## config.mk

```make
export PLATFORM = sky130hd
export DESIGN_NAME = integer_to_padded_ascii_flat
export DESIGN_NICKNAME = d
export VERILOG_FILES = /design/src/i2a_pkg.sv /design/src/i2a_stream_if.sv /design/src/i2a_ctrl.sv /design/src/i2a_datapath.sv /design/src/integer_to_padded_ascii.sv /design/src/flat_wrapper.sv
export SDC_FILE = /design/constraint.sdc
export NUM_CORES = 1
export LEC_CHECK = 0
export BUFFER_PORTS_ARGS = -buffer_cell sky130_fd_sc_hd__buf_2
export CAP_MARGIN = 20
export CORE_ASPECT_RATIO = 1.1
export CORE_MARGIN = 1
export CORE_UTILIZATION = 45
export DETAILED_ROUTE_END_ITERATION = 16
export PLACE_DENSITY = 0.61
export REMOVE_ABC_BUFFERS = 1
export SYNTH_ARGS = -nofsm -noshare
export SYNTH_HDL_FRONTEND = slang
export SYNTH_HIERARCHICAL = 1
export SYNTH_SLANG_ARGS = --single-unit
```

## constraint.sdc

```tcl
create_clock -name clk_i -period 7.3 [get_ports clk_i]
set_clock_uncertainty 0.15 [all_clocks]
set_input_delay 1.46 -clock clk_i [delete_from_list [all_inputs] [get_ports clk_i]]
set_output_delay 1.46 -clock clk_i [all_outputs]
set_load 0.01 [all_outputs]
```

## src/i2a_pkg.sv

```systemverilog
// i2a_pkg: shared types and constants for the integer to ascii formatter
// no dependencies; imported by every other file of the block but i2a_stream_if
`default_nettype none

package i2a_pkg;

  localparam int OPER_W     = 32;  // operand register width
  localparam int NUM_DIGITS = 10;  // enough decimal digits for 32 bits
  localparam int BCD_W      = NUM_DIGITS * 4;
  localparam int DIG_IDX_W  = 4;
  localparam int CONV_STEPS = OPER_W;
  localparam int CONV_CNT_W = 5;

  localparam logic [7:0] CHAR_MINUS = 8'h2D;
  localparam logic [7:0] CHAR_SPACE = 8'h20;
  localparam logic [7:0] CHAR_ZERO  = 8'h30;
  localparam logic [7:0] CHAR_A_UP  = 8'h41;
  localparam logic [7:0] CHAR_A_LO  = 8'h61;
  localparam logic [3:0] DIGIT_TEN  = 4'd10;

  typedef struct packed {
    logic [31:0] value_bits;
    logic        long_operand;
    logic        radix_hex;
    logic        signed_mode;
    logic [5:0]  field_width;
    logic [1:0]  pad_mode;
    logic        upper_case;
  } i2a_in_t;

  typedef struct packed {
    logic [7:0] character;
    logic       last_char;
  } i2a_out_t;

  typedef enum logic [3:0] {
    ST_IDLE,
    ST_CONV,
    ST_SIZE,
    ST_PLAN,
    ST_START,
    ST_SIGN,
    ST_PADL,
    ST_MINUS,
    ST_DIGIT,
    ST_PADR
  } i2a_state_e;

  typedef enum logic [1:0] {
    SEL_MINUS,
    SEL_PAD,
    SEL_DIGIT
  } i2a_sel_e;

  typedef struct packed {
    logic     load;
    logic     conv_step;
    logic     size;
    logic     plan;
    logic     emit;
    i2a_sel_e sel;
  } i2a_cmd_t;

  typedef struct packed {
    logic conv_last;
    logic sign_first;
    logic pad_left;
    logic neg_text;
    logic pad_trail;
    logic pad_last;
    logic dig_last;
  } i2a_sts_t;

endpackage

`default_nettype wire

```

## src/i2a_stream_if.sv

```systemverilog
// i2a_stream_if: valid/ready channel carrying one word of a payload type
// depends on nothing; payload types come from i2a_pkg at instantiation
`default_nettype none

interface i2a_stream_if #(
  parameter type payload_t = logic
);
  logic     valid;
  logic     ready;
  payload_t data;

  modport source (output valid, output data, input ready);
  modport sink (input valid, input data, output ready);
endinterface

`default_nettype wire

```

## src/i2a_ctrl.sv

```systemverilog
// i2a_ctrl: sequencer for conversion, sizing and character emission
// depends on i2a_pkg
`default_nettype none

module i2a_ctrl (
  input  wire logic           clk_i,
  input  wire logic           rst_ni,
  input  wire logic           in_valid_i,
  output logic                in_ready_o,
  output logic                out_valid_o,
  input  wire logic           out_ready_i,
  output i2a_pkg::i2a_cmd_t   cmd_o,
  input  wire i2a_pkg::i2a_sts_t sts_i
);
  import i2a_pkg::*;

  i2a_state_e state_q, state_d;
  logic       out_valid_q, out_valid_d;
  logic       emit_ok;
  i2a_state_e aft_padl, aft_sign, aft_start, aft_digit;

  assign emit_ok = !out_valid_q || out_ready_i;

  // phase chain, skipping empty phases
  assign aft_padl  = sts_i.neg_text ? ST_MINUS : ST_DIGIT;
  assign aft_sign  = sts_i.pad_left ? ST_PADL : aft_padl;
  assign aft_start = sts_i.sign_first ? ST_SIGN : aft_sign;
  assign aft_digit = sts_i.pad_trail ? ST_PADR : ST_IDLE;

  always_comb begin
    state_d = state_q;
    case (state_q)
      ST_IDLE:  if (in_valid_i) state_d = ST_CONV;
      ST_CONV:  if (sts_i.conv_last) state_d = ST_SIZE;
      ST_SIZE:  state_d = ST_PLAN;
      ST_PLAN:  state_d = ST_START;
      ST_START: state_d = aft_start;
      ST_SIGN:  if (emit_ok) state_d = aft_sign;
      ST_PADL:  if (emit_ok && sts_i.pad_last) state_d = aft_padl;
      ST_MINUS: if (emit_ok) state_d = ST_DIGIT;
      ST_DIGIT: if (emit_ok && sts_i.dig_last) state_d = aft_digit;
      ST_PADR:  if (emit_ok && sts_i.pad_last) state_d = ST_IDLE;
      default:  state_d = ST_IDLE;
    endcase
  end

  always_comb begin
    cmd_o      = '0;
    cmd_o.sel  = SEL_DIGIT;
    in_ready_o = 1'b0;
    case (state_q)
      ST_IDLE: begin
        in_ready_o = 1'b1;
        cmd_o.load = in_valid_i;
      end
      ST_CONV: cmd_o.conv_step = 1'b1;
      ST_SIZE: cmd_o.size = 1'b1;
      ST_PLAN: cmd_o.plan = 1'b1;
      ST_SIGN, ST_MINUS: begin
        cmd_o.emit = emit_ok;
        cmd_o.sel  = SEL_MINUS;
      end
      ST_PADL, ST_PADR: begin
        cmd_o.emit = emit_ok;
        cmd_o.sel  = SEL_PAD;
      end
      ST_DIGIT: begin
        cmd_o.emit = emit_ok;
        cmd_o.sel  = SEL_DIGIT;
      end
      default: cmd_o.emit = 1'b0;
    endcase
  end

  always_comb begin
    out_valid_d = out_valid_q;
    if (cmd_o.emit) begin
      out_valid_d = 1'b1;
    end else if (out_ready_i) begin
      out_valid_d = 1'b0;
    end
  end

  always_ff @(posedge clk_i or negedge rst_ni) begin
    if (!rst_ni) begin
      state_q     <= ST_IDLE;
      out_valid_q <= 1'b0;
    end else begin
      state_q     <= state_d;
      out_valid_q <= out_valid_d;
    end
  end

  assign out_valid_o = out_valid_q;

endmodule

`default_nettype wire

```

## src/i2a_datapath.sv

```systemverilog
// i2a_datapath: operand capture, binary to bcd shifter, field sizing, char select
// depends on i2a_pkg; driven by i2a_ctrl commands
`default_nettype none

module i2a_datapath #(
  parameter int MAX_WIDTH   = 32,
  parameter int NARROW_BITS = 16,
  parameter int WIDE_BITS   = 32
) (
  input  wire logic              clk_i,
  input  wire logic              rst_ni,
  input  wire i2a_pkg::i2a_in_t  in_data_i,
  input  wire i2a_pkg::i2a_cmd_t cmd_i,
  output i2a_pkg::i2a_sts_t      sts_o,
  output i2a_pkg::i2a_out_t      out_data_o
);
  import i2a_pkg::*;

  localparam logic [OPER_W-1:0] NARROW_MASK = OPER_W'((64'd1 << NARROW_BITS) - 64'd1);
  localparam logic [OPER_W-1:0] WIDE_MASK   = OPER_W'((64'd1 << WIDE_BITS) - 64'd1);
  localparam logic [5:0]        WIDTH_CAP   = 6'(MAX_WIDTH);

  // operand capture
  logic [OPER_W-1:0] oper_mask, oper, magnitude;
  logic              oper_msb, is_neg;
  logic [5:0]        width_sat;

  always_comb begin
    oper_mask = in_data_i.long_operand ? WIDE_MASK : NARROW_MASK;
    oper      = in_data_i.value_bits & oper_mask;
    oper_msb  = in_data_i.long_operand ? in_data_i.value_bits[WIDE_BITS-1]
                                       : in_data_i.value_bits[NARROW_BITS-1];
    is_neg    = in_data_i.signed_mode && !in_data_i.radix_hex && oper_msb;
    magnitude = is_neg ? ((~oper + 1'b1) & oper_mask) : oper;
    width_sat = (in_data_i.field_width > WIDTH_CAP) ? WIDTH_CAP : in_data_i.field_width;
  end

  logic [OPER_W-1:0]     bin_q;
  logic [BCD_W-1:0]      bcd_q;
  logic                  hex_q, upper_q, neg_q;
  logic [1:0]            pad_q;
  logic [5:0]            width_q;
  logic [DIG_IDX_W-1:0]  nd_q;
  logic                  sign_first_q, neg_text_q, zero_pad_q, fill_nz_q;
  logic [5:0]            pad_cnt_q, rem_q;
  logic [DIG_IDX_W-1:0]  dig_idx_q;
  logic [CONV_CNT_W-1:0] conv_cnt_q;
  logic [7:0]            char_q;
  logic                  last_q;

  // shift-and-add-three step
  logic [BCD_W-1:0] bcd_adj;
  logic [3:0]       dgt;

  always_comb begin
    bcd_adj = bcd_q;
    for (int i = 0; i < NUM_DIGITS; i++) begin
      dgt = bcd_q[4*i +: 4];
      bcd_adj[4*i +: 4] = (dgt >= 4'd5) ? dgt + 4'd3 : dgt;
    end
  end

  // top nonzero digit, at least one digit
  logic [DIG_IDX_W-1:0] nd_d;

  always_comb begin
    nd_d = DIG_IDX_W'(1);
    for (int i = 0; i < NUM_DIGITS; i++) begin
      if (bcd_q[4*i +: 4] != 4'd0) nd_d = DIG_IDX_W'(i + 1);
    end
  end

  // field plan
  logic       sf_d, nt_d, zp_d;
  logic [5:0] w2_d, len_d, fill_d, total_d;

  always_comb begin
    sf_d    = neg_q && (width_q != 6'd0) && pad_q[1];
    nt_d    = neg_q && !sf_d;
    w2_d    = width_q - {5'd0, sf_d};
    len_d   = {2'd0, nd_q} + {5'd0, nt_d};
    fill_d  = (w2_d > len_d) ? w2_d - len_d : 6'd0;
    zp_d    = (w2_d != 6'd0) && pad_q[1];
    total_d = {5'd0, sf_d} + fill_d + len_d;
  end

  // character select
  logic [3:0] cur_dgt;
  logic [7:0] dgt_char, sel_char;

  always_comb begin
    cur_dgt = bcd_q[{dig_idx_q, 2'b00} +: 4];
    if (cur_dgt < DIGIT_TEN) begin
      dgt_char = CHAR_ZERO + {4'd0, cur_dgt};
    end else begin
      dgt_char = (upper_q ? CHAR_A_UP : CHAR_A_LO) + {4'd0, cur_dgt - DIGIT_TEN};
    end
    case (cmd_i.sel)
      SEL_MINUS: sel_char = CHAR_MINUS;
      SEL_PAD:   sel_char = zero_pad_q ? CHAR_ZERO : CHAR_SPACE;
      SEL_DIGIT: sel_char = dgt_char;
      default:   sel_char = CHAR_SPACE;
    endcase
  end

  // sequencing counters
  always_ff @(posedge clk_i or negedge rst_ni) begin
    if (!rst_ni) begin
      conv_cnt_q <= '0;
      pad_cnt_q  <= '0;
      dig_idx_q  <= '0;
      rem_q      <= '0;
    end else begin
      if (cmd_i.load) begin
        conv_cnt_q <= CONV_CNT_W'(CONV_STEPS - 1);
      end else if (cmd_i.conv_step) begin
        conv_cnt_q <= conv_cnt_q - 1'b1;
      end
      if (cmd_i.plan) begin
        pad_cnt_q <= fill_d;
        dig_idx_q <= nd_q - 1'b1;
        rem_q     <= total_d;
      end else if (cmd_i.emit) begin
        rem_q <= rem_q - 1'b1;
        if (cmd_i.sel == SEL_PAD) pad_cnt_q <= pad_cnt_q - 1'b1;
        if (cmd_i.sel == SEL_DIGIT) dig_idx_q <= dig_idx_q - 1'b1;
      end
    end
  end

  // payload registers
  always_ff @(posedge clk_i) begin
    if (cmd_i.load) begin
      bin_q   <= magnitude;
      bcd_q   <= in_data_i.radix_hex ? BCD_W'(magnitude) : '0;
      hex_q   <= in_data_i.radix_hex;
      upper_q <= in_data_i.upper_case;
      neg_q   <= is_neg;
      pad_q   <= in_data_i.pad_mode;
      width_q <= width_sat;
    end else if (cmd_i.conv_step && !hex_q) begin
      bcd_q <= {bcd_adj[BCD_W-2:0], bin_q[OPER_W-1]};
      bin_q <= {bin_q[OPER_W-2:0], 1'b0};
    end
    if (cmd_i.size) nd_q <= nd_d;
    if (cmd_i.plan) begin
      sign_first_q <= sf_d;
      neg_text_q   <= nt_d;
      zero_pad_q   <= zp_d;
      fill_nz_q    <= (fill_d != 6'd0);
    end
    if (cmd_i.emit) begin
      char_q <= sel_char;
      last_q <= (rem_q == 6'd1);
    end
  end

  always_comb begin
    sts_o.conv_last  = hex_q || (conv_cnt_q == '0);
    sts_o.sign_first = sign_first_q;
    sts_o.pad_left   = !pad_q[0] && fill_nz_q;
    sts_o.neg_text   = neg_text_q;
    sts_o.pad_trail  = pad_q[0] && fill_nz_q;
    sts_o.pad_last   = (pad_cnt_q == 6'd1);
    sts_o.dig_last   = (dig_idx_q == '0);
  end

  assign out_data_o.character = char_q;
  assign out_data_o.last_char = last_q;

endmodule

`default_nettype wire

```

## src/integer_to_padded_ascii.sv

```systemverilog
// integer_to_padded_ascii: formats one integer word into a stream of ascii words
// decimal: 32 shift-and-add-three steps of the bcd converter, then sizing and planning; hex
//   does no shift steps; then one character per cycle while the output is not held back
// one item at a time, limited by the bcd shift loop and the single output register; next item
//   taken in idle after the last char; reset: rst_ni async active low clears the sequencer,
//   output valid and the datapath counters; payload data regs are not reset
`default_nettype none

module integer_to_padded_ascii #(
  parameter int MAX_WIDTH   = 32,
  parameter int NARROW_BITS = 16,
  parameter int WIDE_BITS   = 32
) (
  input  wire logic    clk_i,
  input  wire logic    rst_ni,
  i2a_stream_if.sink   in_i,
  i2a_stream_if.source out_o
);
  import i2a_pkg::*;

  // command and status between sequencer and datapath
  i2a_cmd_t cmd;
  i2a_sts_t sts;

  // sequencer: owns input ready and the output valid flag
  i2a_ctrl u_ctrl (
    .clk_i       (clk_i),
    .rst_ni      (rst_ni),
    .in_valid_i  (in_i.valid),
    .in_ready_o  (in_i.ready),
    .out_valid_o (out_o.valid),
    .out_ready_i (out_o.ready),
    .cmd_o       (cmd),
    .sts_i       (sts)
  );

  // datapath: operand capture, bcd conversion, field plan and output word register
  i2a_datapath #(
    .MAX_WIDTH   (MAX_WIDTH),
    .NARROW_BITS (NARROW_BITS),
    .WIDE_BITS   (WIDE_BITS)
  ) u_datapath (
    .clk_i      (clk_i),
    .rst_ni     (rst_ni),
    .in_data_i  (in_i.data),
    .cmd_i      (cmd),
    .sts_o      (sts),
    .out_data_o (out_o.data)
  );

`ifndef SYNTHESIS
  // one item at a time: busy right after an accept
  a_busy_after_accept: assert property (@(posedge clk_i) disable iff (!rst_ni)
    in_i.valid && in_i.ready |=> !in_i.ready)
    else $error("input accepted while previous item still in work");

  // characters of one number follow without gaps
  a_no_gap: assert property (@(posedge clk_i) disable iff (!rst_ni)
    out_o.valid && out_o.ready && !out_o.data.last_char |=> out_o.valid)
    else $error("gap inside a formatted number");

  // only sign, pad and digit characters appear
  a_char_set: assert property (@(posedge clk_i) disable iff (!rst_ni)
    out_o.valid |->
      (out_o.data.character == CHAR_MINUS) || (out_o.data.character == CHAR_SPACE) ||
      ((out_o.data.character >= 8'h30) && (out_o.data.character <= 8'h39)) ||
      ((out_o.data.character >= 8'h41) && (out_o.data.character <= 8'h46)) ||
      ((out_o.data.character >= 8'h61) && (out_o.data.character <= 8'h66)))
    else $error("unexpected output character");
`endif

endmodule

`default_nettype wire

```

## src/flat_wrapper.sv

```systemverilog
// flat-port wrapper written by rule: the top's interface ports become plain ports
module integer_to_padded_ascii_flat import i2a_pkg::*;
#(
  parameter int MAX_WIDTH   = 32,
  parameter int NARROW_BITS = 16,
  parameter int WIDE_BITS   = 32
)
  (clk_i, rst_ni, in_i_valid, in_i_data, in_i_ready, out_o_valid, out_o_data, out_o_ready);
  i2a_stream_if #(.payload_t(i2a_in_t)) in_i_i ();
  i2a_stream_if #(.payload_t(i2a_out_t)) out_o_i ();
  input  wire logic clk_i;
  input  wire logic rst_ni;
  input wire logic [$bits(in_i_i.valid)-1:0] in_i_valid;
  input wire logic [$bits(in_i_i.data)-1:0] in_i_data;
  output wire logic [$bits(in_i_i.ready)-1:0] in_i_ready;
  output wire logic [$bits(out_o_i.valid)-1:0] out_o_valid;
  output wire logic [$bits(out_o_i.data)-1:0] out_o_data;
  input wire logic [$bits(out_o_i.ready)-1:0] out_o_ready;
  assign in_i_i.valid = in_i_valid;
  assign in_i_i.data = in_i_data;
  assign in_i_ready = in_i_i.ready;
  assign out_o_valid = out_o_i.valid;
  assign out_o_data = out_o_i.data;
  assign out_o_i.ready = out_o_ready;
  integer_to_padded_ascii #(.MAX_WIDTH(MAX_WIDTH), .NARROW_BITS(NARROW_BITS), .WIDE_BITS(WIDE_BITS)) u_core (.clk_i(clk_i), .rst_ni(rst_ni), .in_i(in_i_i), .out_o(out_o_i));
endmodule
```

# Word-level counts from Yosys, hierarchy flattened
# Cells that the tools add are included.
# word_totals
reg_bits	126
in_bits	48
out_inout_bits	11
word_cells	191
# classes
n_addsub	24
magnitude_cmp	13
eq_ne	20
shifts	1
mux	62
bitwise	3
reduce_logical	47
# ops
op	count
32-bit two-way mux	5
4-bit two-way mux	28
40-bit two-way mux	2
32-bit bitwise AND	2
6-bit two-way mux	7
4-bit by 3-bit greater-or-equal comparator with 1-bit output, second input constant	10
4-bit case mux with 10 select lines	1
40-bit by 7-bit indexed part select with 4-bit output	1
4-bit by 2-bit adder with 4-bit output, second input constant	9
4-bit nonzero test	9
32-bit by 1-bit adder with 32-bit output, second input constant	1
32-bit NOT	1
8-bit case mux with 3 select lines	1
6-bit nonzero test	3
4-bit by 3-bit == test with 1-bit output, second input constant	4
5-bit two-way mux	3
6-bit by 1-bit == test with 1-bit output, second input constant	2
2-bit inequality test, second input constant	6
2-bit nonzero test	6
6-bit by 1-bit subtractor with 6-bit output, second input constant	2
1-bit logical AND	11
1-bit two-way mux	9
7-bit by 4-bit adder with 8-bit output	1
4-bit by 2-bit == test with 1-bit output, second input constant	2
other kinds (32)	44

# Longest topological paths before layout
# logic_depth
depth_word	11
ltp_mapped	23
depth_no_buf	22

# Modules after synthesis
# Netlist, hierarchy kept.
# modules_own_cells
mod	n_inst	cells_per_inst	area_each_um2
i2a_datapath	1	811	7987.7
i2a_ctrl	1	67	576.8

# Least setup slack after synthesis
# No wires, ideal clock.
# synth_timing
path_type	input to register
startpoint	input in_i_valid
endpoint	register u_core.u_datapath.bcd_q[0] (enable)
setup_time_ns	0.429
arrival_time_ns	3.927
t_required_ns	6.721
path_slack_ns	2.794
path_stages	4
n_path_buf	2
cell_sequence	and2_1 > clkbuf_1 > clkbuf_1 > a21o_1
# synth_via
elab_chain_len	2
# synth_rtl
item	line_no	rtl
start: declaration	flat_wrapper.sv:13	input wire logic [$bits(in_i_i.valid)-1:0] in_i_valid;
1-bit two-way mux	i2a_ctrl.sv:51	case (state_q)
2-bit nonzero test (no source line)	--	
end signal: assignment	i2a_datapath.sv:135	bcd_q <= in_data_i.radix_hex ? BCD_W'(magnitude) : '0;
end signal: assignment	i2a_datapath.sv:142	bcd_q <= {bcd_adj[BCD_W-2:0], bin_q[OPER_W-1]};
end: declaration	i2a_datapath.sv:39	logic [BCD_W-1:0] bcd_q;
# No other way between the ends.
# A chain may end at the register's enable or synchronous reset.

# Final worst setup path
# layout_timing
startpoint	register u_core.u_datapath.width_q[2]
endpoint	register u_core.u_datapath.rem_q[4]
# layout_via
elab_chain_len	11
# layout_rtl
item	line_no	rtl
start: declaration	i2a_datapath.sv:42	logic [5:0] width_q;
start signal: assignment	i2a_datapath.sv:140	width_q <= width_sat;
6-bit nonzero test (*)	i2a_datapath.sv:78	sf_d = neg_q && (width_q != 6'd0) && pad_q[1];
1-bit logical AND (*) (2 in series)	i2a_datapath.sv:78	
via u_core.u_datapath.sf_d	i2a_datapath.sv:74	logic sf_d, nt_d, zp_d;
1-bit zero test (*)	i2a_datapath.sv:79	nt_d = neg_q && !sf_d;
1-bit logical AND (*)	i2a_datapath.sv:79	
via u_core.u_datapath.nt_d	i2a_datapath.sv:74	
4-bit by 1-bit adder with 5-bit output (*)	i2a_datapath.sv:81	len_d = {2'd0, nd_q} + {5'd0, nt_d};
6-bit by 5-bit subtractor with 6-bit output or 6-bit by 5-bit greater-than comparator with 1-bit output (tied branches)	i2a_datapath.sv:82	fill_d = (w2_d > len_d) ? w2_d - len_d : 6'd0;
6-bit two-way mux	i2a_datapath.sv:82	
1-bit by 6-bit adder with 6-bit output	i2a_datapath.sv:84	total_d = {5'd0, sf_d} + fill_d + len_d;
6-bit by 5-bit adder with 6-bit output (*)	i2a_datapath.sv:84	
6-bit two-way mux (*)	i2a_datapath.sv:119	if (cmd_i.plan) begin
end signal: assignment	i2a_datapath.sv:122	rem_q <= total_d;
end signal: assignment	i2a_datapath.sv:124	rem_q <= rem_q - 1'b1;
end: declaration	i2a_datapath.sv:45	logic [5:0] pad_cnt_q, rem_q;
# Mark *: on every way through the listed nets, which the timed path passes. The rest lies on a longest branch.

==> results.py <==
metrics = {
    "clocking": {
        "cts_buffers": 17,
        "h-tree-depth": 4,
        "post_cts_buffers": 0,
        "clk_pin_slew_ns": 0.05,
        "ctsHoldBuffers": 0,
        "cts_num_sinks": 125,
        "clock_path_buffers": 2,
        "cts_tree": "yes",
        "clk_latency_ns": 0.42,
        "cts_root_buf": "clkbuf_16",
        "ctsResizeCount": 0,
    },
    "outcome": {
        "status": "complete, no violations",
    },
    "setup_path": {
        "worstPathCellList": "or3_4 -> nor4_1 -> nor2_1 -> nor2b_1 -> ha_1 -> nand3_1 -> xnor2_1 -> inv_1 -> ha_1 -> o21a_1 -> nor2_1 -> a31oi_1 -> or2_2 -> nor2_1 -> a21oi_1 -> ha_1 -> a21o_1 -> fa_1 -> inv_1 -> maj3_1 -> o21bai_1 -> a21oi_1",
        "crit_path_end": "u_core/u_datapath/rem_q[4]",
        "reg2reg_from": "u_core/u_datapath/width_q[2]",
        "critPathKind": "reg -> reg",
        "cp.arrival_ns": 5.11,
        "critPathMaxStageDelay_ns": 0.46,
        "start_kind": "flop",
        "cp-end-kind": "flop",
        "reg2regPathDepth": 22,
        "cp.required_ns": 7.44,
        "crit_start": "u_core/u_datapath/width_q[2]",
        "reg2reg_setup_slack_ns": 2.33,
        "cpMaxStageDelayCell": "edfxtp_1",
        "rr_endpoint": "u_core/u_datapath/rem_q[4]",
        "path_max_fanout": 8,
    },
    "die": {
        "dieHeight_microns": 147,
        "core_area_sq_um": 18500,
        "fp-row-count": 52,
        "die_area_sq_um": 19600,
        "die_w_microns": 134,
        "ios": 59,
        "initial_utilization_pct": 46.2,
    },
    "global_routing": {
        "grt_max_degree": 61,
        "grt_overflow": 0,
        "track_usage_pct": 20.3,
        "grt_first_pass_wirelength_mm": 31.3,
        "first_global_vias": 6187,
        "antenna_found_initial": 0,
    },
    "logic_synthesis": {
        "avgSynthCellArea_sq_um": 9.75,
        "ys_seq_elements": 125,
        "ys_types": 83,
        "yosys.area.top_type_share_pct": 34.7,
        "synth.yosys.seq_area_share_pct": 42.3,
        "synth_area_leaders": "edfxtp_1 35%, dfrtp_1 7.6%, ha_1 6.9%, a21oi_1 4.6%, xnor2_1 4.6%",
        "async_flop_share_pct": 20.8,
        "synth_edf_count": 99,
        "synth_cells": 878,
        "syn_area_sq_um": 8560,
        "yosysTopAreaCell": "edfxtp_1",
        "synth-main-ff-cell": "edfxtp_1",
        "yosys_warnings": 6,
    },
    "timing": {
        "hold_viol_final": 0,
        "setup-tns-final_ns": 0,
        "drv_slew": 0,
        "rsz0062_at_grt": "false",
        "slew_headroom_pct": 28.8,
        "worst_pin_slew_ns": 1.07,
        "fmax_mhz": 201,
        "period_needed_ns": 4.97,
        "setup_viol": 0,
        "period_share_pct": 68.0,
    },
    "routing": {
        "wl_mm": 18.9,
        "drt_pre_antenna_iters": 5,
        "first_iter_violations": 458,
        "wl_met2_mm": 9.03,
        "drt-vias-per-instance": 5.49,
        "met3_length_microns": 576,
        "antenna_left": 0,
        "routed.top_layer": "met4",
        "met1_length_mm": 9.09,
        "num_vias": 6445,
        "routedWlPerCell_microns": 16.1,
        "drc": 0,
    },
    "layout": {
        "fillers": 1716,
        "multiInputGateArea_sq_um": 4550,
        "seq_area_sq_um": 3620,
        "antenna_cells": 0,
        "utilization_pct": 51.8,
        "area_delta_synth_final_pct": 12.1,
        "fin_nets": 1017,
        "drive_gt1_share_pct": 13.4,
    },
    "placed_design": {
        "portBuffers": 57,
        "routabilityCongestion": 0.833,
        "dp_hpwl_mm": 13.5,
    },
    "worst_hold_path": {
        "hold_path.class": "reg -> reg",
    },
    "job": {
        "max_cap_viol_count": 0,
    },
    "power_and_ir_drop": {
        "power_density_nw_per_um2": 434,
        "p_leak_nw": 3.66,
        "vdd_drop_max_uv": 232,
        "totalPowerFinal_mw": 4.17,
    },
}
==> worst max-delay path, delay by kind of cell, from the launching register on <==
| family | cells | cell delay [ns] |
|---|---|---|
| XOR/XNOR | 1 | 0.25 |
| flip-flops | 1 | 0.46 |
| AO/OA/AOI/OAI | 6 | 0.75 |
| AND/OR/NAND/NOR | 8 | 1.75 |
| adder cells (fa/ha/maj) | 5 | 1.30 |
| buffers and inverters | 2 | 0.20 |
==> cell usage after synthesis, types with 3 or more instances <==
library cell	count
o31ai_1	16
a22o_1	12
a211o_1	3
nor2b_1	14
a21o_1	5
and3_1	5
inv_1	50
clkinv_1	3
buf_4	6
nand2_1	77
buf_6	4
or3_1	6
nor4_1	6
xnor2_1	45
nor3_1	15
o41ai_1	4
mux2_2	7
ha_1	47
dfrtp_1	26
a22oi_1	3
nand2b_1	17
clkbuf_1	24
o22ai_1	4
edfxtp_1	99
xor2_1	31
a21oi_1	79
mux2i_1	5
o21bai_1	3
nor2_1	74
nor3b_1	15
nand3_1	17
o21ai_0	63
mux4_2	8
o21a_1	4
nand4_1	3
and2_1	7
a31oi_1	9
==> registers in the layout, indices dropped and copies added, names as in the netlist <==
| signal | flops |
|---|---|
| u_core/u_datapath/sign_first_q | 1 |
| u_core/u_datapath/pad_q | 2 |
| u_core/u_datapath/conv_cnt_q | 5 |
| u_core/u_datapath/dig_idx_q | 4 |
| u_core/u_ctrl/state_q | 4 |
| u_core/u_ctrl/out_valid_o | 1 |
| u_core/u_datapath/zero_pad_q | 1 |
| u_core/u_datapath/neg_q | 1 |
| u_core/u_datapath/neg_text_q | 1 |
| u_core/u_datapath/last_q | 1 |
| u_core/u_datapath/bcd_q | 40 |
| u_core/u_datapath/pad_cnt_q | 6 |
| u_core/u_datapath/hex_q | 1 |
| u_core/u_datapath/upper_q | 1 |
| u_core/u_datapath/char_q | 7 |
| u_core/u_datapath/rem_q | 6 |
| u_core/u_datapath/bin_q | 32 |
| u_core/u_datapath/nd_q | 4 |
| u_core/u_datapath/width_q | 6 |
| u_core/u_datapath/fill_nz_q | 1 |
==> area by class of cell <==
| cell class | instances | area share, % |
|---|---|---|
| Clock buffer | 20 | 4.55 |
| Clock inverter | 9 | 1.77 |
| Inverter | 53 | 2.07 |
| Multi-Input combinational cell | 662 | 47.4 |
| Sequential cell | 125 | 37.7 |
| Tap cell | 243 | 3.17 |
| Timing Repair Buffer | 61 | 3.28 |
==> cell usage in the layout, fill, tap and decap left out, types with 7 or more instances in the layout <==
cell	instances
xor2_1	31
a21oi_1	79
nor2_1	74
edfxtp_1	99
mux4_2	8
mux2_2	7
nand2_1	77
o31ai_1	16
xnor2_1	45
nor3b_1	15
a22o_1	12
clkbuf_16	17
nor3_1	14
a31oi_1	9
nand2b_1	17
o21ai_0	63
inv_1	50
dfrtp_1	26
nor2b_1	14
ha_1	47
nand3_1	17
buf_2	57
==> layer usage <==
metal  global-route usage, %  vias to the layer above
li1                        -                     3240
met1                    26.4                     3064
met2                    33.9                      122
met3                    3.83                       19
met4                    6.59                        0
met5                       0                        -
==> worst min-delay path by stage <==
| stage | from | to | cells after the start | slack (ns) |
|---|---|---|---|---|
| final | u_core/u_datapath/conv_cnt_q[4] | u_core/u_datapath/conv_cnt_q[4] | 2 | 0.38 |
| after global routing | u_core/u_datapath/conv_cnt_q[4] | u_core/u_datapath/conv_cnt_q[4] | 2 | 0.41 |
| after CTS | u_core/u_datapath/conv_cnt_q[4] | u_core/u_datapath/conv_cnt_q[4] | 2 | 0.38 |
| after detailed placement | u_core/u_datapath/conv_cnt_q[4] | u_core/u_datapath/conv_cnt_q[4] | 2 | 0.36 |
| after global placement | u_core/u_datapath/conv_cnt_q[4] | u_core/u_datapath/conv_cnt_q[4] | 2 | 0.36 |
| after floorplan | u_core/u_datapath/conv_cnt_q[4] | u_core/u_datapath/conv_cnt_q[4] | 2 | 0.34 |
==> power breakdown <==
part / internal [mW] / total (mW) / switching [mW]
sequential: 1.19 / 1.46 / 0.269
clock: 0.596 / 0.897 / 0.301
combinational: 0.786 / 1.81 / 1.02
total: 2.57 / 4.17 / 1.59
==> stage by stage <==
stage | area, sq um | hold WS (ns) | cells | setup WS, ns
floorplan | 8370 | 0.339 | 840 | 2.15
global placement | 8990 | 0.361 | 1144 | 2.43
detailed placement | 8990 | 0.362 | 1144 | 2.36
CTS | 9600 | 0.379 | 1173 | 2.33
global route | 9600 | 0.407 | 1173 | 2.01
finish | 9600 | 0.378 | 1173 | 2.33
==> cell families (layout without fill, tap and decap cells) <==
family                   Yosys count  after routing  share of synthesized area (%)
AND/OR/NAND/NOR                  280            280                           16.7
AO/OA/AOI/OAI                    231            231                           16.8
flip-flops                       125            125                           42.3
buffers and inverters             91            143                           4.63
XOR/XNOR                          77             77                           7.96
adder cells (fa/ha/maj)           52             52                           7.70
multiplexers                      21             21                           3.78
other                              1              1                         0.0438
Note: power is estimated with default switching activity, not from simulation.
